### config.mk
export PLATFORM = sky130hd
export DESIGN_NAME = json_syntax_validator
export DESIGN_NICKNAME = d
export VERILOG_FILES = /design/src/rtl/jsv_pkg.sv /design/src/rtl/jsv_front.sv /design/src/rtl/jsv_back.sv /design/src/rtl/json_syntax_validator.sv
export SDC_FILE = /design/constraint.sdc
export NUM_CORES = 1
export LEC_CHECK = 0
export ABC_AREA = 1
export BUFFER_PORTS_ARGS = -buffer_cell sky130_fd_sc_hd__buf_4
export CORE_MARGIN = 2
export CORE_UTILIZATION = 67
export CTS_CLUSTER_SIZE = 16
export DETAILED_ROUTE_END_ITERATION = 6
export PLACE_DENSITY = 0.91
export SETUP_SLACK_MARGIN = 0.5
export SYNTH_ARGS = -nofsm -noshare
export SYNTH_HDL_FRONTEND = slang
export SYNTH_HIERARCHICAL = 1
export SYNTH_SLANG_ARGS = --single-unit
### constraint.sdc
create_clock -name clk -period 12.8 [get_ports clk]
set_clock_uncertainty 0.1 [all_clocks]
set_input_delay 1.28 -clock clk [delete_from_list [all_inputs] [get_ports clk]]
set_output_delay 1.28 -clock clk [all_outputs]
set_load 0.02 [all_outputs]
### src/rtl/jsv_pkg.sv
// ----------------------------------------------------------------------------
// jsv_pkg
// Shared types and constants for the JSON syntax validator.
// ----------------------------------------------------------------------------
package jsv_pkg;

  localparam int STACK_DEPTH = 64;
  localparam int SP_W        = $clog2(STACK_DEPTH);

  typedef enum logic [4:0] {
    M_VALUE     = 5'd0,
    M_ARR_FIRST = 5'd1,
    M_OBJ_FIRST = 5'd2,
    M_KEY       = 5'd3,
    M_COLON     = 5'd4,
    M_AFTER     = 5'd5,
    M_LIT       = 5'd6,
    N_MINUS     = 5'd7,
    N_ZERO      = 5'd8,
    N_INT       = 5'd9,
    N_DOT       = 5'd10,
    N_FRAC      = 5'd11,
    N_EXP       = 5'd12,
    N_EXP_SIGN  = 5'd13,
    N_EXP_DIG   = 5'd14,
    S_CHAR      = 5'd16,
    S_ESC       = 5'd17,
    S_HEX       = 5'd18,
    S_UTF8      = 5'd19,
    S_LOW_BS    = 5'd20,
    S_LOW_U     = 5'd21,
    SK_CHAR     = 5'd24,
    SK_ESC      = 5'd25,
    SK_HEX      = 5'd26,
    SK_UTF8     = 5'd27,
    SK_LOW_BS   = 5'd28,
    SK_LOW_U    = 5'd29
  } mode_t;

  typedef enum logic [1:0] {
    ST_BUSY   = 2'd0,
    ST_ACCEPT = 2'd1,
    ST_REJECT = 2'd2
  } status_t;

  localparam logic [1:0] REG_MAX_DEPTH = 2'd0;
  localparam logic [1:0] REG_MAX_BYTES = 2'd1;

  typedef struct packed {
    logic [7:0] data;
    logic       last;
  } beat_t;

  function automatic logic is_ws(input logic [7:0] b);
    return b == 8'h20 || b == 8'h09 || b == 8'h0A || b == 8'h0D;
  endfunction

  function automatic logic is_digit(input logic [7:0] b);
    return b >= 8'h30 && b <= 8'h39;
  endfunction

  // literal text by selector and position; zero where past the end
  function automatic logic [7:0] lit_char(input logic [1:0] sel, input logic [2:0] pos);
    logic [7:0] c;
    c = 8'h00;
    case (sel)
      2'd0: case (pos) 3'd1: c = "r"; 3'd2: c = "u"; 3'd3: c = "e"; default: c = 8'h00; endcase
      2'd1: case (pos) 3'd1: c = "a"; 3'd2: c = "l"; 3'd3: c = "s"; 3'd4: c = "e";
              default: c = 8'h00; endcase
      2'd2: case (pos) 3'd1: c = "u"; 3'd2: c = "l"; 3'd3: c = "l"; default: c = 8'h00; endcase
      default: c = 8'h00;
    endcase
    return c;
  endfunction

  function automatic logic [2:0] lit_len(input logic [1:0] sel);
    return (sel == 2'd1) ? 3'd5 : 3'd4;
  endfunction

endpackage

### src/rtl/jsv_front.sv
// ----------------------------------------------------------------------------
// jsv_front
// Input stage: registers each accepted beat into a two-entry queue.
// ----------------------------------------------------------------------------
module jsv_front (
  input  logic            clk,
  input  logic            rst,
  input  logic            valid,
  output logic            ready,
  input  logic [7:0]      data_byte,
  input  logic            last_byte,
  output logic            q_valid,
  input  logic            q_ready,
  output jsv_pkg::beat_t  q_beat
);

  jsv_pkg::beat_t mem [2];
  logic           wr_ptr;
  logic           rd_ptr;
  logic [1:0]     count;
  logic           push;
  logic           pop;

  assign ready   = count != 2'd2;
  assign q_valid = count != 2'd0;
  assign push    = valid && ready;
  assign pop     = q_valid && q_ready;
  assign q_beat  = mem[rd_ptr];

  always_ff @(posedge clk) begin
    if (push) begin
      mem[wr_ptr] <= '{data: data_byte, last: last_byte};
    end
  end

  always_ff @(posedge clk) begin
    if (rst) begin
      wr_ptr <= 1'b0;
      rd_ptr <= 1'b0;
      count  <= 2'd0;
    end else begin
      if (push) wr_ptr <= ~wr_ptr;
      if (pop)  rd_ptr <= ~rd_ptr;
      count <= count + {1'b0, push} - {1'b0, pop};
    end
  end

  property p_no_overflow;
    @(posedge clk) disable iff (rst) count == 2'd2 |-> !push;
  endproperty
  assert property (p_no_overflow) else $error("queue overflow");

  property p_count_range;
    @(posedge clk) disable iff (rst) count != 2'd3;
  endproperty
  assert property (p_count_range) else $error("queue count out of range");

  property p_pop_only_nonempty;
    @(posedge clk) disable iff (rst) pop |-> count != 2'd0;
  endproperty
  assert property (p_pop_only_nonempty) else $error("pop from empty queue");

endmodule

### src/rtl/jsv_back.sv
// ----------------------------------------------------------------------------
// jsv_back
// Parser: one byte a cycle unless stalled, via the grammar state machine,
// with the container stack, length limit and a registered status output.
// ----------------------------------------------------------------------------
module jsv_back (
  input  logic            clk,
  input  logic            rst,
  input  logic            q_valid,
  output logic            q_ready,
  input  jsv_pkg::beat_t  q_beat,
  input  logic [6:0]      max_depth,
  input  logic [31:0]     max_document_bytes,
  output logic            valid,
  input  logic            ready,
  output logic [1:0]      status
);

  localparam int SD = jsv_pkg::STACK_DEPTH;

  jsv_pkg::mode_t mode, mode_next;
  logic [SD-1:0]  stack;
  logic [6:0]     depth, depth_next;
  logic [32:0]    bytes_seen;
  logic [2:0]     step, step_next;
  logic [2:0]     lead, lead_next;
  logic [15:0]    hex, hex_next;
  logic           hsp, hsp_next;
  logic           failed;
  logic           fail;

  logic           take;
  logic [7:0]     b;
  logic [32:0]    bytes_inc;
  logic           len_fail;
  logic           push_en, push_kind;
  logic           pop_en;
  logic           top;
  logic           key;
  logic [3:0]     hd;
  logic           hd_ok;
  logic [15:0]    hex_acc;
  logic [7:0]     lo, hi;
  logic           done;
  logic [1:0]     status_next;

  assign q_ready = !valid || ready;
  assign take    = q_valid && q_ready;
  assign b       = q_beat.data;
  assign key     = mode[3];

  assign bytes_inc = (bytes_seen == {33{1'b1}}) ? bytes_seen : bytes_seen + 33'd1;
  assign len_fail  = bytes_inc > {1'b0, max_document_bytes};
  // stack shifts on push and pop, so the innermost kind always sits in bit 0
  assign top = (depth != 7'd0) ? stack[0] : 1'b0;

  always_comb begin
    hd_ok = 1'b1;
    hd    = 4'd0;
    if (jsv_pkg::is_digit(b))          hd = 4'(b - 8'h30);
    else if (b >= "a" && b <= "f")     hd = 4'(b - 8'h57);
    else if (b >= "A" && b <= "F")     hd = 4'(b - 8'h37);
    else                               hd_ok = 1'b0;
  end
  assign hex_acc = {hex[11:0], hd};

  always_comb begin
    lo = 8'h80; hi = 8'hBF;
    case (lead)
      3'd1: lo = 8'hA0;
      3'd2: hi = 8'h9F;
      3'd3: lo = 8'h90;
      3'd4: hi = 8'h8F;
      default: ;
    endcase
  end

  // grammar step; fail set means the document is rejected
  always_comb begin
    logic ends;
    logic open_v;
    logic close_v;
    logic close_kind;
    logic start_v;
    logic after_v;
    mode_next  = mode;
    depth_next = depth;
    step_next  = step;
    lead_next  = lead;
    hex_next   = hex;
    hsp_next   = hsp;
    fail       = 1'b0;
    push_en    = 1'b0;
    push_kind  = 1'b0;
    pop_en     = 1'b0;
    ends       = 1'b0;
    open_v     = 1'b0;
    close_v    = 1'b0;
    close_kind = 1'b0;
    start_v    = 1'b0;
    after_v    = 1'b0;

    unique case (mode)
      jsv_pkg::M_VALUE: start_v = !jsv_pkg::is_ws(b);
      jsv_pkg::M_ARR_FIRST: begin
        if (jsv_pkg::is_ws(b)) ;
        else if (b == "]") begin close_v = 1'b1; close_kind = 1'b0; end
        else start_v = 1'b1;
      end
      jsv_pkg::M_OBJ_FIRST, jsv_pkg::M_KEY: begin
        if (jsv_pkg::is_ws(b)) ;
        else if (b == "\"") begin mode_next = jsv_pkg::SK_CHAR; hsp_next = 1'b0; end
        else if (b == "}" && mode == jsv_pkg::M_OBJ_FIRST) begin
          close_v = 1'b1; close_kind = 1'b1;
        end else fail = 1'b1;
      end
      jsv_pkg::M_COLON: begin
        if (jsv_pkg::is_ws(b)) ;
        else if (b == ":") mode_next = jsv_pkg::M_VALUE;
        else fail = 1'b1;
      end
      jsv_pkg::M_AFTER: after_v = 1'b1;
      jsv_pkg::M_LIT: begin
        if (lead > 3'd2 || step >= jsv_pkg::lit_len(lead[1:0]) ||
            b != jsv_pkg::lit_char(lead[1:0], step)) fail = 1'b1;
        else if (step + 3'd1 == jsv_pkg::lit_len(lead[1:0])) begin
          step_next = 3'd0; lead_next = 3'd0; mode_next = jsv_pkg::M_AFTER;
        end else step_next = step + 3'd1;
      end
      jsv_pkg::N_MINUS: begin
        if (b == "0") mode_next = jsv_pkg::N_ZERO;
        else if (jsv_pkg::is_digit(b)) mode_next = jsv_pkg::N_INT;
        else fail = 1'b1;
      end
      jsv_pkg::N_ZERO, jsv_pkg::N_INT: begin
        if (jsv_pkg::is_digit(b)) fail = (mode == jsv_pkg::N_ZERO);
        else if (b == ".") mode_next = jsv_pkg::N_DOT;
        else if (b == "e" || b == "E") mode_next = jsv_pkg::N_EXP;
        else ends = 1'b1;
      end
      jsv_pkg::N_DOT: begin
        if (jsv_pkg::is_digit(b)) mode_next = jsv_pkg::N_FRAC; else fail = 1'b1;
      end
      jsv_pkg::N_FRAC: begin
        if (jsv_pkg::is_digit(b)) ;
        else if (b == "e" || b == "E") mode_next = jsv_pkg::N_EXP;
        else ends = 1'b1;
      end
      jsv_pkg::N_EXP: begin
        if (b == "+" || b == "-") mode_next = jsv_pkg::N_EXP_SIGN;
        else if (jsv_pkg::is_digit(b)) mode_next = jsv_pkg::N_EXP_DIG;
        else fail = 1'b1;
      end
      jsv_pkg::N_EXP_SIGN: begin
        if (jsv_pkg::is_digit(b)) mode_next = jsv_pkg::N_EXP_DIG; else fail = 1'b1;
      end
      jsv_pkg::N_EXP_DIG: ends = !jsv_pkg::is_digit(b);
      jsv_pkg::S_CHAR, jsv_pkg::SK_CHAR: begin
        if (b == "\"") mode_next = key ? jsv_pkg::M_COLON : jsv_pkg::M_AFTER;
        else if (b == "\\") mode_next = jsv_pkg::mode_t'({mode[4:3], 3'd1});
        else if (b < 8'h20) fail = 1'b1;
        else if (b < 8'h80) ;
        else if (b >= 8'hC2 && b <= 8'hDF) begin
          step_next = 3'd1; lead_next = 3'd0;
          mode_next = jsv_pkg::mode_t'({mode[4:3], 3'd3});
        end else if (b >= 8'hE0 && b <= 8'hEF) begin
          step_next = 3'd2;
          lead_next = (b == 8'hE0) ? 3'd1 : (b == 8'hED) ? 3'd2 : 3'd0;
          mode_next = jsv_pkg::mode_t'({mode[4:3], 3'd3});
        end else if (b >= 8'hF0 && b <= 8'hF4) begin
          step_next = 3'd3;
          lead_next = (b == 8'hF0) ? 3'd3 : (b == 8'hF4) ? 3'd4 : 3'd0;
          mode_next = jsv_pkg::mode_t'({mode[4:3], 3'd3});
        end else fail = 1'b1;
      end
      jsv_pkg::S_UTF8, jsv_pkg::SK_UTF8: begin
        if (b < lo || b > hi) fail = 1'b1;
        else begin
          lead_next = 3'd0;
          step_next = step - 3'd1;
          if (step == 3'd1) mode_next = jsv_pkg::mode_t'({mode[4:3], 3'd0});
        end
      end
      jsv_pkg::S_ESC, jsv_pkg::SK_ESC: begin
        if (b == "\"" || b == "\\" || b == "/" || b == "b" || b == "f" || b == "n" ||
            b == "r" || b == "t") mode_next = jsv_pkg::mode_t'({mode[4:3], 3'd0});
        else if (b == "u") begin
          step_next = 3'd0; hex_next = 16'd0;
          mode_next = jsv_pkg::mode_t'({mode[4:3], 3'd2});
        end else fail = 1'b1;
      end
      jsv_pkg::S_HEX, jsv_pkg::SK_HEX: begin
        if (!hd_ok) fail = 1'b1;
        else begin
          hex_next  = hex_acc;
          step_next = step + 3'd1;
          if (step == 3'd3) begin
            step_next = 3'd0;
            if (hsp) begin
              if (hex_acc >= 16'hDC00 && hex_acc <= 16'hDFFF) begin
                hsp_next  = 1'b0;
                mode_next = jsv_pkg::mode_t'({mode[4:3], 3'd0});
              end else fail = 1'b1;
            end else if (hex_acc >= 16'hD800 && hex_acc <= 16'hDBFF) begin
              hsp_next  = 1'b1;
              mode_next = jsv_pkg::mode_t'({mode[4:3], 3'd4});
            end else if (hex_acc >= 16'hDC00 && hex_acc <= 16'hDFFF) fail = 1'b1;
            else mode_next = jsv_pkg::mode_t'({mode[4:3], 3'd0});
          end
        end
      end
      jsv_pkg::S_LOW_BS, jsv_pkg::SK_LOW_BS: begin
        if (b == "\\") mode_next = jsv_pkg::mode_t'({mode[4:3], 3'd5}); else fail = 1'b1;
      end
      jsv_pkg::S_LOW_U, jsv_pkg::SK_LOW_U: begin
        if (b == "u") begin
          step_next = 3'd0; hex_next = 16'd0;
          mode_next = jsv_pkg::mode_t'({mode[4:3], 3'd2});
        end else fail = 1'b1;
      end
      default: fail = 1'b1;
    endcase

    // a number ends on a byte that is then taken as the byte after a value
    if (ends) begin
      mode_next = jsv_pkg::M_AFTER;
      after_v   = 1'b1;
    end

    if (after_v && !jsv_pkg::is_ws(b)) begin
      if (depth == 7'd0) fail = 1'b1;
      else if (b == ",") mode_next = top ? jsv_pkg::M_KEY : jsv_pkg::M_VALUE;
      else if (b == "}") begin close_v = 1'b1; close_kind = 1'b1; end
      else if (b == "]") begin close_v = 1'b1; close_kind = 1'b0; end
      else fail = 1'b1;
    end

    if (start_v) begin
      if (b == "{") begin open_v = 1'b1; push_kind = 1'b1; end
      else if (b == "[") begin open_v = 1'b1; push_kind = 1'b0; end
      else if (b == "\"") begin mode_next = jsv_pkg::S_CHAR; hsp_next = 1'b0; end
      else if (b == "t" || b == "f" || b == "n") begin
        mode_next = jsv_pkg::M_LIT;
        lead_next = (b == "t") ? 3'd0 : (b == "f") ? 3'd1 : 3'd2;
        step_next = 3'd1;
      end
      else if (b == "-") mode_next = jsv_pkg::N_MINUS;
      else if (b == "0") mode_next = jsv_pkg::N_ZERO;
      else if (jsv_pkg::is_digit(b)) mode_next = jsv_pkg::N_INT;
      else fail = 1'b1;
    end

    if (open_v) begin
      if ({1'b0, depth} + 8'd1 > {1'b0, max_depth} || 32'(depth) >= SD) fail = 1'b1;
      else begin
        push_en    = 1'b1;
        depth_next = depth + 7'd1;
        mode_next  = push_kind ? jsv_pkg::M_OBJ_FIRST : jsv_pkg::M_ARR_FIRST;
      end
    end

    if (close_v) begin
      if (depth == 7'd0 || top != close_kind) fail = 1'b1;
      else begin
        pop_en     = 1'b1;
        depth_next = depth - 7'd1;
        mode_next  = jsv_pkg::M_AFTER;
      end
    end
  end

  // parse state committed on an accepted beat of a live document
  logic live;
  logic [6:0] depth_eff;
  jsv_pkg::mode_t mode_eff;
  logic failed_eff;
  assign live       = !failed && !len_fail;
  assign failed_eff = failed || len_fail || fail;
  assign mode_eff   = live ? mode_next : mode;
  assign depth_eff  = live ? depth_next : depth;
  assign done = mode_eff == jsv_pkg::M_AFTER || mode_eff == jsv_pkg::N_ZERO ||
                mode_eff == jsv_pkg::N_INT || mode_eff == jsv_pkg::N_FRAC ||
                mode_eff == jsv_pkg::N_EXP_DIG;
  assign status_next = !q_beat.last ? jsv_pkg::ST_BUSY :
                       (!failed_eff && depth_eff == 7'd0 && done) ? jsv_pkg::ST_ACCEPT :
                       jsv_pkg::ST_REJECT;

  always_ff @(posedge clk) begin
    if (take && live && !fail) begin
      if (push_en) stack <= {stack[SD-2:0], push_kind};
      else if (pop_en) stack <= {1'b0, stack[SD-1:1]};
    end
    if (take) status <= status_next;
  end

  always_ff @(posedge clk) begin
    if (rst) begin
      valid      <= 1'b0;
      mode       <= jsv_pkg::M_VALUE;
      depth      <= 7'd0;
      bytes_seen <= 33'd0;
      step       <= 3'd0;
      lead       <= 3'd0;
      hex        <= 16'd0;
      hsp        <= 1'b0;
      failed     <= 1'b0;
    end else begin
      if (take) valid <= 1'b1;
      else if (ready) valid <= 1'b0;
      if (take) begin
        if (q_beat.last) begin
          mode       <= jsv_pkg::M_VALUE;
          depth      <= 7'd0;
          bytes_seen <= 33'd0;
          step       <= 3'd0;
          lead       <= 3'd0;
          hex        <= 16'd0;
          hsp        <= 1'b0;
          failed     <= 1'b0;
        end else begin
          bytes_seen <= bytes_inc;
          failed     <= failed_eff;
          if (live && !fail) begin
            mode  <= mode_next;
            depth <= depth_next;
            step  <= step_next;
            lead  <= lead_next;
            hex   <= hex_next;
            hsp   <= hsp_next;
          end
        end
      end
    end
  end

  property p_depth_bound;
    @(posedge clk) disable iff (rst) 32'(depth) <= SD;
  endproperty
  assert property (p_depth_bound) else $error("depth beyond stack");

  property p_last_resets;
    @(posedge clk) disable iff (rst) take && q_beat.last |=> depth == 7'd0 && !failed;
  endproperty
  assert property (p_last_resets) else $error("document state not cleared");

  property p_busy_not_last;
    @(posedge clk) disable iff (rst) take && !q_beat.last |=> status == jsv_pkg::ST_BUSY;
  endproperty
  assert property (p_busy_not_last) else $error("verdict on non-final beat");

  property p_fail_sticky;
    @(posedge clk) disable iff (rst) failed && !(take && q_beat.last) |=> failed;
  endproperty
  assert property (p_fail_sticky) else $error("failure not sticky");

endmodule

### src/rtl/json_syntax_validator.sv
// ----------------------------------------------------------------------------
// json_syntax_validator
// Strict streaming JSON syntax checker with an APB register port.
// ----------------------------------------------------------------------------
// One byte beat in gives one status beat out; a sustained rate of one byte
// per clock unless out_ready stalls, set by the combinational grammar step
// in the parser. Beats are registered in the input queue, then in the
// parser's output register. Status is 0 until the beat marked last, which
// carries 1 (accepted) or 2 (rejected). Registers: max_depth at 0x0,
// max_document_bytes at 0x4; write them only while no document is in flight.
module json_syntax_validator (
  input  logic        clk,
  input  logic        rst,
  input  logic        in_valid,
  output logic        in_ready,
  input  logic [7:0]  data_byte,
  input  logic        last_byte,
  output logic        out_valid,
  input  logic        out_ready,
  output logic [1:0]  status,
  input  logic        psel,
  input  logic        penable,
  input  logic        pwrite,
  input  logic [2:0]  paddr,
  input  logic [31:0] pwdata,
  output logic [31:0] prdata,
  output logic        pready
);

  logic [6:0]     max_depth;
  logic [31:0]    max_document_bytes;
  logic           q_valid;
  logic           q_ready;
  jsv_pkg::beat_t q_beat;
  logic           wr;

  assign pready = 1'b1;
  assign wr     = psel && penable && pwrite;

  always_ff @(posedge clk) begin
    if (rst) begin
      max_depth          <= 7'd64;
      max_document_bytes <= 32'hFFFF_FFFF;
    end else if (wr) begin
      case (paddr[2])
        jsv_pkg::REG_MAX_DEPTH[0]: max_depth <= pwdata[6:0];
        default:                   max_document_bytes <= pwdata;
      endcase
    end
  end

  always_comb begin
    case (paddr[2])
      jsv_pkg::REG_MAX_DEPTH[0]: prdata = {25'd0, max_depth};
      default:                   prdata = max_document_bytes;
    endcase
  end

  jsv_front u_front (
    .clk      (clk),
    .rst      (rst),
    .valid    (in_valid),
    .ready    (in_ready),
    .data_byte(data_byte),
    .last_byte(last_byte),
    .q_valid  (q_valid),
    .q_ready  (q_ready),
    .q_beat   (q_beat)
  );

  jsv_back u_back (
    .clk               (clk),
    .rst               (rst),
    .q_valid           (q_valid),
    .q_ready           (q_ready),
    .q_beat            (q_beat),
    .max_depth         (max_depth),
    .max_document_bytes(max_document_bytes),
    .valid             (out_valid),
    .ready             (out_ready),
    .status            (status)
  );

endmodule

==> reports/qor.yml, run 1 <==
cts:
  clkLatencyLatePin_ns: 0.44
  cts_setup_buffers: 0
  ctsHoldBuffers: 0
  cts-buffers-inserted: 17
  clk_path_buf_depth: 2
  cts-resized-gates: 0
  cts-root-buf: "clkbuf_16"
  cts_tree: "built"
  clk_pin_slew_ns: 0.07
  cts.sinks: 194
  h-tree-depth: 4
global_routing:
  grt_pass1_wl_um: 55700
  antenna_found_initial: 0
  grt_pass1_vias: 11800
  grt_max_degree: 79
  grt_usage_pct: 33.4
  grt_overflow: 0
hold_path:
  holdPathEnd: "max_document_bytes[12]"
  holdPathStages: 2
  worstHoldPathType: "reg2reg"
  hp-start: "max_document_bytes[12]"
timing:
  slew_viol_final: 0
  holdWs_ns: 0.387
  setup_viol: 0
  grt_setup_unrepaired: "no"
  fmax_mhz: 162
  setup_ws_ns: 6.64
  period_minus_slack_ns: 6.16
  tightest_slew_ns: 1.14
  final.setup.tns_ns: 0
  finalHoldViolCount: 0
  maxSlewHeadroom_pct: 23.9
  post-route-period-util_pct: 48.1
logic_synthesis:
  synth_cell_types: 58
  syn_area_per_cell_um2: 6.95
  synthesis.nets: 1992
  synth-edff-count: 84
  ys_ff_latch: 194
  synthesis.area_um2: 13100
  synth_cells: 1881
  synthArstFlopShare_pct: 0
  yosysSeqAreaShare_pct: 36.1
  synthFlopType: "dfxtp_1"
  ys_warn_count: 6
routing:
  maxUsedRoutingLayer: "met4"
  drtPass1Iterations: 7
  drt-total-wl_um: 34100
  drtAntennaViolNets: 0
  wl_met3_um: 2310
  m1WireLength_um: 14300
  drc: 2
  met2_length_um: 16700
  wl_per_cell_um: 15.5
  vias: 12600
  drt_iter0_drc: 1102
  via_per_inst: 5.72
floorplanning:
  dieArea_um2: 20600
  io_pins: 88
  num_rows: 51
  core_um2: 19300
  fp.dieW_um: 144
  start_util_pct: 67.8
  die_h_um: 144
status:
  violations: "DRC"
  status: "finished with violations"
final_layout:
  drive_above_1_share_pct: 11.2
  syn2layout_area_growth_pct: 9.31
  stdcell_count: 2203
  layout.nets: 2036
  multi_input_area_um2: 7120
  fillers: 1517
  diodes: 0
  regArea_um2: 4720
pwr:
  power.total_uw: 1720
  power_density_nw_per_um2: 120
  vdd_drop_max_uv: 97.5
  p_leak_uw: 0.00692
critical_path:
  critPathKind: "reg2reg"
  cp-end-kind: "register"
  rr_worst_depth: 21
  timing.rr.end: "u_back/stack[55]"
  cp_max_fo: 64
  startpoint_type: "register"
  required_ns: 12.77
  r2r_slack_ns: 6.64
  r2r_start: "u_back/bytes_seen[1]"
  cp.arrival_ns: 6.13
place:
  dp_hpwl_um: 24900
  gp_congestion: 1.01
  io_buffers: 84
  dp.cells: 2171
  place_ws_ns: 6.92
flow_run:
  drv_cap: 0
cells by family (layout without fill, tap and decap cells):
| kind of cell | Yosys count | in the layout | share of synthesized area, % |
|---|---|---|---|
| compound gates | 202 | 202 | 8.73 |
| xor+xnor | 38 | 38 | 2.55 |
| fa+ha+maj | 60 | 60 | 5.74 |
| buf+inv | 294 | 351 | 9.50 |
| flops | 194 | 194 | 36.1 |
| mux | 10 | 10 | 1.11 |
| other cells | 1 | 1 | 0.0287 |
| simple gates | 1082 | 1082 | 36.2 |
metal layers:
metal / track usage, % / up-vias
li1: - / 6197
met1: 44.3 / 5857
met2: 56.0 / 494
met3: 5.10 / 62
met4: 11.4 / 0
met5: 0 / -
placed cells by master, fill, tap and decap left out, types with 18 or more instances in the layout:
| cell type | netlist | layout |
|---|---|---|
| nor3_1 | 30 | 30 |
| xor2_1 | 31 | 31 |
| nand3_1 | 160 | 160 |
| inv_2 | 18 | 18 |
| buf_4 | 12 | 90 |
| dfxtp_1 | 110 | 110 |
| a21oi_1 | 100 | 99 |
| inv_1 | 208 | 208 |
| o21ai_0 | 52 | 52 |
| nand2_1 | 642 | 642 |
| nand4_1 | 37 | 37 |
| nor2_1 | 137 | 136 |
| nand2_2 | 21 | 21 |
| edfxtp_1 | 84 | 84 |
| ha_1 | 60 | 60 |
state kept, by name, summed over array words and instances (netlist names), named ones only:
signal	count
u_front/count	2
u_back/valid	1
u_back/stack	64
u_front/wr_ptr	1
u_back/step	3
u_back/mode	5
u_back/failed	1
u_front/mem	18
u_back/hex	12
u_back/depth	7
u_back/hsp	1
u_back/lead	3
u_front/rd_ptr	1
u_back/status	2
max_depth	7
max_document_bytes	32
u_back/bytes_seen	33
worst max-delay path by stage:
stage / endpoint / cells after the start / startpoint
2_1_floorplan: u_back/stack[0] / 23 / u_back/bytes_seen[0]
3_3_place_gp: u_back/stack[19] / 21 / u_back/bytes_seen[1]
3_5_place_dp: u_back/stack[18] / 21 / u_back/bytes_seen[1]
4_1_cts: u_back/stack[35] / 21 / u_back/bytes_seen[1]
5_1_grt: u_back/stack[1] / 21 / u_back/bytes_seen[1]
6_report: u_back/stack[55] / 21 / u_back/bytes_seen[1]
per-stage QoR:
stage | instance area, µm² | util (%)
2_1_floorplan | 13100 | -
3_3_place_gp | 13700 | 71.2
3_5_place_dp | 13700 | 71.2
4_1_cts | 14300 | 74.1
5_1_grt | 14300 | 74.1
6_report | 14300 | 74.1
Yosys cell counts, types with 3 or more instances:
library cell | instances | share of area (%)
nand3_1 | 160 | 6.1
ha_1 | 60 | 5.7
o211ai_1 | 8 | 0.46
clkbuf_1 | 31 | 0.89
nand2_2 | 21 | 1.0
o311ai_0 | 3 | 0.20
o2111ai_1 | 3 | 0.20
o22ai_1 | 4 | 0.19
a211oi_1 | 5 | 0.29
dfxtp_1 | 110 | 17
edfxtp_1 | 84 | 19
xor2_1 | 31 | 2.1
mux2_4 | 9 | 1.0
nand3_2 | 6 | 0.46
nor4_1 | 13 | 0.62
inv_2 | 18 | 0.52
buf_2 | 11 | 0.42
buf_6 | 10 | 0.86
o21a_1 | 4 | 0.23
xnor2_1 | 7 | 0.47
a31oi_1 | 4 | 0.19
a21oi_1 | 100 | 3.8
nor2_4 | 11 | 0.95
nor2_1 | 137 | 3.9
nand4_1 | 37 | 1.8
buf_4 | 12 | 0.69
nand2_1 | 642 | 18
o21ai_0 | 52 | 2.0
inv_1 | 208 | 6.0
o31ai_1 | 3 | 0.17
nor3_1 | 30 | 1.1
nor2_2 | 12 | 0.57
o21ai_1 | 4 | 0.15
where the power goes:
part	switching [µW]	internal [µW]	leakage [µW]
clock network	267	261	0.000278
logic	336	148	0.00498
registers	30.1	677	0.00166
total	633	1090	0.00692
layout make-up:
cell class / instances / area share [%]
clock buffer: 17 / 2.98
inverter: 229 / 6.04
timing repair buffer: 90 / 4.73
tap: 265 / 2.32
clock inverter: 15 / 1.04
multi-input combinational: 1393 / 49.8
sequential: 194 / 33.1
worst max-delay path, cell delays in order, from the launching register on:
cell and delay [ns]:
dfxtp_1 0.41, ha_1 0.19, nand2_1 0.10, nor2_1 0.16
nand2_1 0.16, nor2_1 0.22, nand4_1 0.15, nor4_1 0.49
nor2_1 0.16, nand2_1 0.15, nor2_1 0.08, nand3_1 0.12
nor3_1 0.07, xor2_1 0.16, ha_1 0.33, nand4_1 0.13
nor4_1 0.53, nand3_1 0.26, a21oi_4 0.33, nand4_2 0.49
a21oi_4 0.27, buf_4 0.65
(Power assumes the default switching activity.)
==> run 2: changes to the inputs <==
--- a/config.mk
+++ b/config.mk
@@ -8,10 +8,10 @@
 export ABC_AREA = 1
 export BUFFER_PORTS_ARGS = -buffer_cell sky130_fd_sc_hd__buf_4
 export CORE_MARGIN = 2
-export CORE_UTILIZATION = 67
+export CORE_UTILIZATION = 56
 export CTS_CLUSTER_SIZE = 16
 export DETAILED_ROUTE_END_ITERATION = 6
-export PLACE_DENSITY = 0.91
+export PLACE_DENSITY = 0.82
 export SETUP_SLACK_MARGIN = 0.5
 export SYNTH_ARGS = -nofsm -noshare
 export SYNTH_HDL_FRONTEND = slang
==> constraint.sdc (replaced) <==
create_clock -name clk -period 5.4 [get_ports clk]
set_clock_uncertainty 0.1 [all_clocks]
set_input_delay 0.54 -clock clk [delete_from_list [all_inputs] [get_ports clk]]
set_output_delay 0.54 -clock clk [all_outputs]
set_load 0.02 [all_outputs]
==> reports/qor.yml, run 2 (same netlist as run 1, synthesis figures left out) <==
floorplanning:
  dieArea_um2: 24600  # +19%
  io_pins: 88  # unchanged
  core_um2: 22800  # +18%
  start_util_pct: 57.4  # -10 points
  fp.dieW_um: 157  # +9.1%
  die_h_um: 157  # +9.1%
  num_rows: 55  # +7.8%
cts:
  cts-buffers-inserted: 17  # unchanged
  clk_pin_slew_ns: 0.08  # about the same
  h-tree-depth: 4  # unchanged
  cts-root-buf: "clkbuf_16"
  clk_path_buf_depth: 2  # unchanged
  cts_tree: "built"
  clkLatencyLatePin_ns: 0.44  # about the same
  cts.sinks: 194  # unchanged
  ctsHoldBuffers: 0  # unchanged
critical_path:
  cp_max_fo: 13  # -80%
  critPathKind: "reg2reg"
  startpoint_type: "register"
  crit_top_cell: "nand3_1"
  path_cells: "ha_4 -> nand2_2 -> nor2_4 -> nand2_2 -> nor2_2 -> nand4_1 -> nor4_4 -> nor2_1 -> nand2_1 -> nor2_1 -> nand3_1 -> nor3_1 -> xor2_1 -> ha_1 -> nand4_1 -> nor4_2 -> nand3_1 -> a21oi_4 -> buf_12 -> nand3_4 -> nor2_2 -> nand3_1 -> a21oi_1"
  cp_top_family: "simple AND/OR/NAND/NOR gates"
  crit_slowest_cell: "nor2_2"
  max_stage_delay_ns: 0.48  # -0.17 ns
  cp-end-kind: "register"
  crit_buf_inv: 1  # unchanged
  required_ns: 5.67  # -7.10 ns
  cp.arrival_ns: 4.85  # -1.28 ns
flow_run:
  drv_cap: 0  # unchanged
final_layout:
  syn2layout_area_growth_pct: 11.0
  reg.largest.list: "u_back/stack: 64 flops, u_back/bytes_seen: 33 flops, max_document_bytes: 32 flops"
  mostFrequentLayoutCells: "nand2_1, inv_1, nand3_1"
  drive_above_1_share_pct: 12.2  # +1.0 points
  diodes: 0  # unchanged
  largest_reg_flops: 64  # unchanged
  final_common_cell: "nand2_1"
  layout.nets: 2040  # +0.20%
  final_util_pct: 63.7  # -10 points
  top_register: "u_back/stack"
timing:
  setup_viol: 0  # unchanged
  final.setup.tns_ns: 0  # unchanged
  grt_setup_unrepaired: "no"
  post-route-period-util_pct: 84.9  # +37 points
  tightest_slew_ns: 1.22  # +0.0756 ns
  setup_ws_ns: 0.816  # -5.83 ns
  maxSlewHeadroom_pct: 18.8  # -5.0 points
  fmax_mhz: 218  # +34%
  slew_viol_final: 0  # unchanged
  finalHoldViolCount: 0  # unchanged
  period_minus_slack_ns: 4.58  # -1.57 ns
  holdWs_ns: 0.184  # -0.202 ns
routing:
  drc: 2  # unchanged
  drtAntennaViolNets: 0  # unchanged
  vias: 12500  # -0.51%
  drtPass1Iterations: 7  # unchanged
  drt_iter0_drc: 1291  # +17%
  via_per_inst: 5.57  # -2.8%
  drt-total-wl_um: 34300  # +0.70%
  wl_per_cell_um: 15.2  # -1.6%
global_routing:
  grt_max_degree: 66  # -16%
  grt_overflow: 0  # unchanged
  grt_pass1_vias: 11700  # -0.96%
  grt_pass1_wl_um: 55800  # +0.16%
  antenna_found_initial: 0  # unchanged
  grt_usage_pct: 27.8  # -5.6 points
pwr:
  p_leak_uw: 0.00700  # +1.1%
  vdd_drop_max_uv: 232  # +140%
  power_density_nw_per_um2: 283  # +140%
  power.total_uw: 4110  # +140%
status:
  violations: "DRC"
  status: "finished with violations"
place:
  place_ws_ns: 0.678  # -6.25 ns
  io_buffers: 84  # unchanged
  dp_hpwl_um: 24900  # +0.38%
  gp_congestion: 1.01  # -0.74%
hold_path:
  worstHoldPathType: "in2reg"
-- run 2: changes by cell type in the layout (fill, tap and decap cells not counted), sizes merged --
| cell | delta |
|---|---|
| nand2 | +1 |
| buf | +3 |
| clkinv | +1 |
| clkbuf | +1 |
| inv | -2 |
| clkinvlp | -1 |
-- run 2: power by group --
part	total, µW	switching (µW)	internal, µW
Sequential	1680	78.2	1610
Clock	1240	620	615
Combinational	1190	819	367
-- run 2: layout make-up --
| class | instances | area (µm²) |
|---|---|---|
| sequential | 194 | 4730 |
| fill | 2022 | 8270 |
| clock inverter | 13 | 133 |
| timing repair buffer | 93 | 723 |
| clock buffer | 18 | 429 |
| multi-input combinational | 1394 | 7240 |
| tap | 313 | 392 |
| inverter | 229 | 863 |
-- run 2: final timing paths --
kind	slack [ns]	end	depth (start not counted)	startpoint
setup / recovery	0.82	u_back/depth[0]	23	u_back/bytes_seen[1]
hold / removal	0.18	u_front/mem[0][7]	1	data_byte[6]
setup reg to reg	0.82	u_back/depth[0]	23	u_back/bytes_seen[1]
hold reg to reg	0.39	u_back/hex[6]	2	u_back/hex[2]
-- run 2: per-stage QoR --
stage | area, µm² | instances
CTS | 14400 | 2251
finish | 14500 | 2254
global placement | 13900 | 2220
floorplan | 13200 | 1881
detailed placement | 13900 | 2220
global route | 14500 | 2254
-- run 2: worst reg2reg max path: stages (launching register included) --
cell,delay (ns)
dfxtp_2,0.38
ha_4,0.15
nand2_2,0.09
nor2_4,0.14
nand2_2,0.10
nor2_2,0.18
nand4_1,0.15
nor4_4,0.27
nor2_1,0.13
nand2_1,0.12
nor2_1,0.08
nand3_1,0.13
nor3_1,0.07
xor2_1,0.16
ha_1,0.34
nand4_1,0.13
nor4_2,0.36
nand3_1,0.20
a21oi_4,0.20
buf_12,0.14
nand3_4,0.11
nor2_2,0.48
nand3_1,0.15
a21oi_1,0.16
-- run 2: per-layer routing --
metal | GRT usage, % | routed length (µm) | vias up
met5 | 0 | 0 | -
met4 | 8.21 | 771 | 0
met3 | 3.99 | 2050 | 62
met2 | 45.8 | 16300 | 424
met1 | 38.1 | 15200 | 5855
li1 | - | - | 6205
-- run 2: what timing repair did --
action,in CTS,in global routing
endpoints found under the setup margin,0,97
gates resized for setup,0,13
setup buffers,0,2
==> run 3: changes to the inputs <==
--- a/config.mk
+++ b/config.mk
@@ -5,7 +5,7 @@
 export SDC_FILE = /design/constraint.sdc
 export NUM_CORES = 1
 export LEC_CHECK = 0
-export ABC_AREA = 1
+export ABC_AREA = 0
 export BUFFER_PORTS_ARGS = -buffer_cell sky130_fd_sc_hd__buf_4
 export CORE_MARGIN = 2
 export CORE_UTILIZATION = 56
==> constraint.sdc (replaced) <==
create_clock -name clk -period 4.2 [get_ports clk]
set_clock_uncertainty 0.1 [all_clocks]
set_input_delay 0.42 -clock clk [delete_from_list [all_inputs] [get_ports clk]]
set_output_delay 0.42 -clock clk [all_outputs]
set_load 0.02 [all_outputs]
==> reports/qor.yml, run 3 <==
critical_path:
  cp.arrival_ns: 4.93  # +0.08 ns
  crit_slowest_cell: "a2111o_1"
  critPathKind: "reg2reg"
  cp_top_family: "simple AND/OR/NAND/NOR gates"
  cp_max_fo: 6  # -7
  max_stage_delay_ns: 0.41  # -0.07 ns
  crit_top_cell: "buf_12"
  required_ns: 4.27  # -1.40 ns
  cp-end-kind: "register"
  path_cells: "and4_4 -> and4_4 -> buf_12 -> a31oi_4 -> and4_4 -> buf_4 -> nand4_1 -> xnor2_2 -> ha_1 -> nand4_1 -> nor2_1 -> a2111o_1 -> o221a_4 -> nor4_4 -> buf_4 -> nand3_4 -> buf_6 -> nor2_4 -> and2_4 -> buf_12 -> buf_12 -> buf_6 -> buf_12"
  crit_buf_inv: 8  # +7
  startpoint_type: "register"
logic_synthesis:
  ys_ff_latch: 194  # unchanged
  synth-edff-count: 84  # unchanged
  synth_top_area_share_pct: 19.3  # -0.048 points
  yosysSeqAreaShare_pct: 36.1  # -0.090 points
  syn_area_per_cell_um2: 8.32  # +20%
  synth_cells: 1574  # -16%
  synth_top_area_cell: "edfxtp_1"
  synth_area_leaders: "edfxtp_1, dfxtp_1, nand2_1"
  synthesis.nets: 1685  # -15%
  ys_warn_count: 6  # unchanged
  synth_cell_types: 106  # +83%
  synthesis.area_um2: 13100  # +0.25%
  synthFlopType: "dfxtp_1"
  synthArstFlopShare_pct: 0  # unchanged
  synth_most_common_cell: "nand2_1"
  synthTopCellsByCount: "nand2_1, nor2_1, dfxtp_1"
global_routing:
  grt_usage_pct: 34.0  # +6.1 points
  grt_pass1_wl_um: 66700  # +20%
  grt_overflow: 0  # unchanged
  grt_max_degree: 66  # unchanged
  antenna_found_initial: 0  # unchanged
  grt_pass1_vias: 12900  # +10%
cts:
  h-tree-depth: 4  # unchanged
  cts-buffers-inserted: 17  # unchanged
  clk_path_buf_depth: 2  # unchanged
  cts.sinks: 194  # unchanged
  cts_tree: "built"
  ctsHoldBuffers: 0  # unchanged
  clkLatencyLatePin_ns: 0.45  # about the same
  cts-root-buf: "clkbuf_16"
  clk_pin_slew_ns: 0.09  # about the same
pwr:
  p_seq_share_pct: 35.0  # -6.0 points
  vdd_drop_max_uv: 295  # +27%
  p_clk_share_pct: 30.0  # about the same
  p_switching_uw: 2140  # +41%
  power_density_nw_per_um2: 348  # +23%
  internal_power_uw: 3790  # +46%
  p_sw_share_pct: 36.1  # -0.84 points
  comb_power_share_pct: 35.0  # +6.1 points
  p_leak_uw: 0.00725  # +3.6%
routing:
  drc: 0  # -2
  via_per_inst: 6.35  # +14%
  vias: 13600  # +8.6%
  wl_per_cell_um: 20.1  # +32%
  drt_iter0_drc: 1779  # +38%
  drtAntennaViolNets: 0  # unchanged
  drt-total-wl_um: 43200  # +26%
  drtPass1Iterations: 7  # unchanged
final_layout:
  layout.nets: 1930  # -5.4%
  syn2layout_area_growth_pct: 29.9
  stdcell_count: 2145  # -4.8%
  mostFrequentLayoutCells: "buf_4, nand2_1, nor2_1"
  top_register: "u_back/stack"
  diodes: 0  # unchanged
  reg.largest.list: "u_back/stack: 64 flops, u_back/bytes_seen: 33 flops, max_document_bytes: 32 flops"
  largest_reg_flops: 64  # unchanged
  final_common_cell: "buf_4"
  stdcell_area_um2: 17000  # +17%
  fillers: 1483  # -27%
  drive_above_1_share_pct: 27.6  # +15 points
status:
  status: "finished with violations"
  violations: "setup timing"
timing:
  fmax_mhz: 206  # -5.7%
  setup_viol: 98  # +98
  tightest_slew_ns: 1.10  # -0.119 ns
  finalHoldViolCount: 0  # unchanged
  setup_ws_ns: -0.661  # -1.48 ns
  slew_viol_final: 0  # unchanged
  grt_setup_unrepaired: "yes"
  maxSlewHeadroom_pct: 26.6  # +7.8 points
  post-route-period-util_pct: 116  # +31 points
  period_minus_slack_ns: 4.86  # +0.278 ns
floorplanning:
  start_util_pct: 57.5  # +0.14 points
  fp.dieW_um: 157  # +0.12%
  io_pins: 88  # unchanged
  core_um2: 22800  # unchanged
  dieArea_um2: 24600  # +0.24%
  die_h_um: 157  # +0.12%
  num_rows: 55  # unchanged
place:
  io_buffers: 84  # unchanged
  dp_hpwl_um: 28500  # +14%
  dp.cells: 2075  # -6.5%
  gp_congestion: 1.01  # about the same
  dpl_cell_area_um2: 15400  # +11%
flow_run:
  drv_cap: 0  # unchanged
hold_path:
  worstHoldPathType: "in2reg"
## run 3: power groups by stage
stage               Combinational [µW]  Sequential, µW  Clock, µW
floorplan                         1060            2120          0
detailed placement                1790            2120          0
global route                      2160            2080       1860
CTS                               1870            2070       1790
global placement                  1750            2110          0
finish                            2070            2080       1780
## run 3: metal layers
| layer | routed length, µm | GRT usage (%) | share of wire, % |
|---|---|---|---|
| met1 | 16800 | 42.9 | 39 |
| met5 | 0 | 0 | 0 |
| met4 | 2510 | 17.0 | 5.8 |
| met3 | 3700 | 5.78 | 8.6 |
| met2 | 20200 | 56.3 | 47 |
## run 3: worst paths after layout
check | from | end | slack (ns) | cells after the start
hold / removal | data_byte[6] | u_front/mem[1][7] | 0.04 | 1
setup / recovery | u_back/bytes_seen[10] | u_back/stack[61] | -0.66 | 23
setup reg to reg | u_back/bytes_seen[10] | u_back/stack[61] | -0.66 | 23
hold reg to reg | max_depth[3] | max_depth[3] | 0.40 | 2
## run 3: through the flow
stage                     TNS, ns  total power [µW]  hold WS, ns  setup slack, ns  util, %
after global routing       -66.69              6110       0.0380           -0.781     74.7
final                      -54.76              5930       0.0443           -0.661     74.7
after detailed placement   -50.34              3910        0.387           -0.663     67.6
after global placement     -36.51              3860        0.365           -0.536     67.6
after floorplan            -40.22              3180        0.360           -0.610        -
after CTS                  -41.80              5740       0.0336           -0.562     73.0
## run 3: what timing repair did
action / CTS / global route
buffers inserted: 22 / 7
pin swaps: 26 / 30
cloned: 7 / 2
resized for setup: 51 / 58
endpoints found under the setup margin: 98 / 161
## run 3: kinds of logic after synthesis
group / share of synthesized area (%)
and+or+nand+nor: 26.8
muxes: 5.53
xor gates and xnor gates: 3.48
buffers and inverters: 5.62
adders and majority gates: 5.73
DFF: 36.1
other: 0.0286
AOI/OAI and AO/OA: 16.8
## run 3: area by class of cell
cell class	instances	area, µm²	share of cell area (%)
clock buffers	17	425	2.50
repair buffers	326	2870	16.9
multi-input cells	1215	8140	47.8
well taps	313	392	2.30
flip-flops and latches	194	4740	27.8
inverters	65	244	1.43
clock inverters	15	208	1.22
## run 3: worst reg2reg max path, stage by stage, from the launching register on
cell and delay [ns]:
dfxtp_2 0.33, and4_4 0.19, and4_4 0.19, buf_12 0.13, a31oi_4 0.20, and4_4 0.32, buf_4 0.14, nand4_1 0.18
xnor2_2 0.22, ha_1 0.34, nand4_1 0.12, nor2_1 0.07, a2111o_1 0.41, o221a_4 0.27, nor4_4 0.25, buf_4 0.20
nand3_4 0.07, buf_6 0.15, nor2_4 0.08, and2_4 0.19, buf_12 0.13, buf_12 0.11, buf_6 0.09, buf_12 0.10
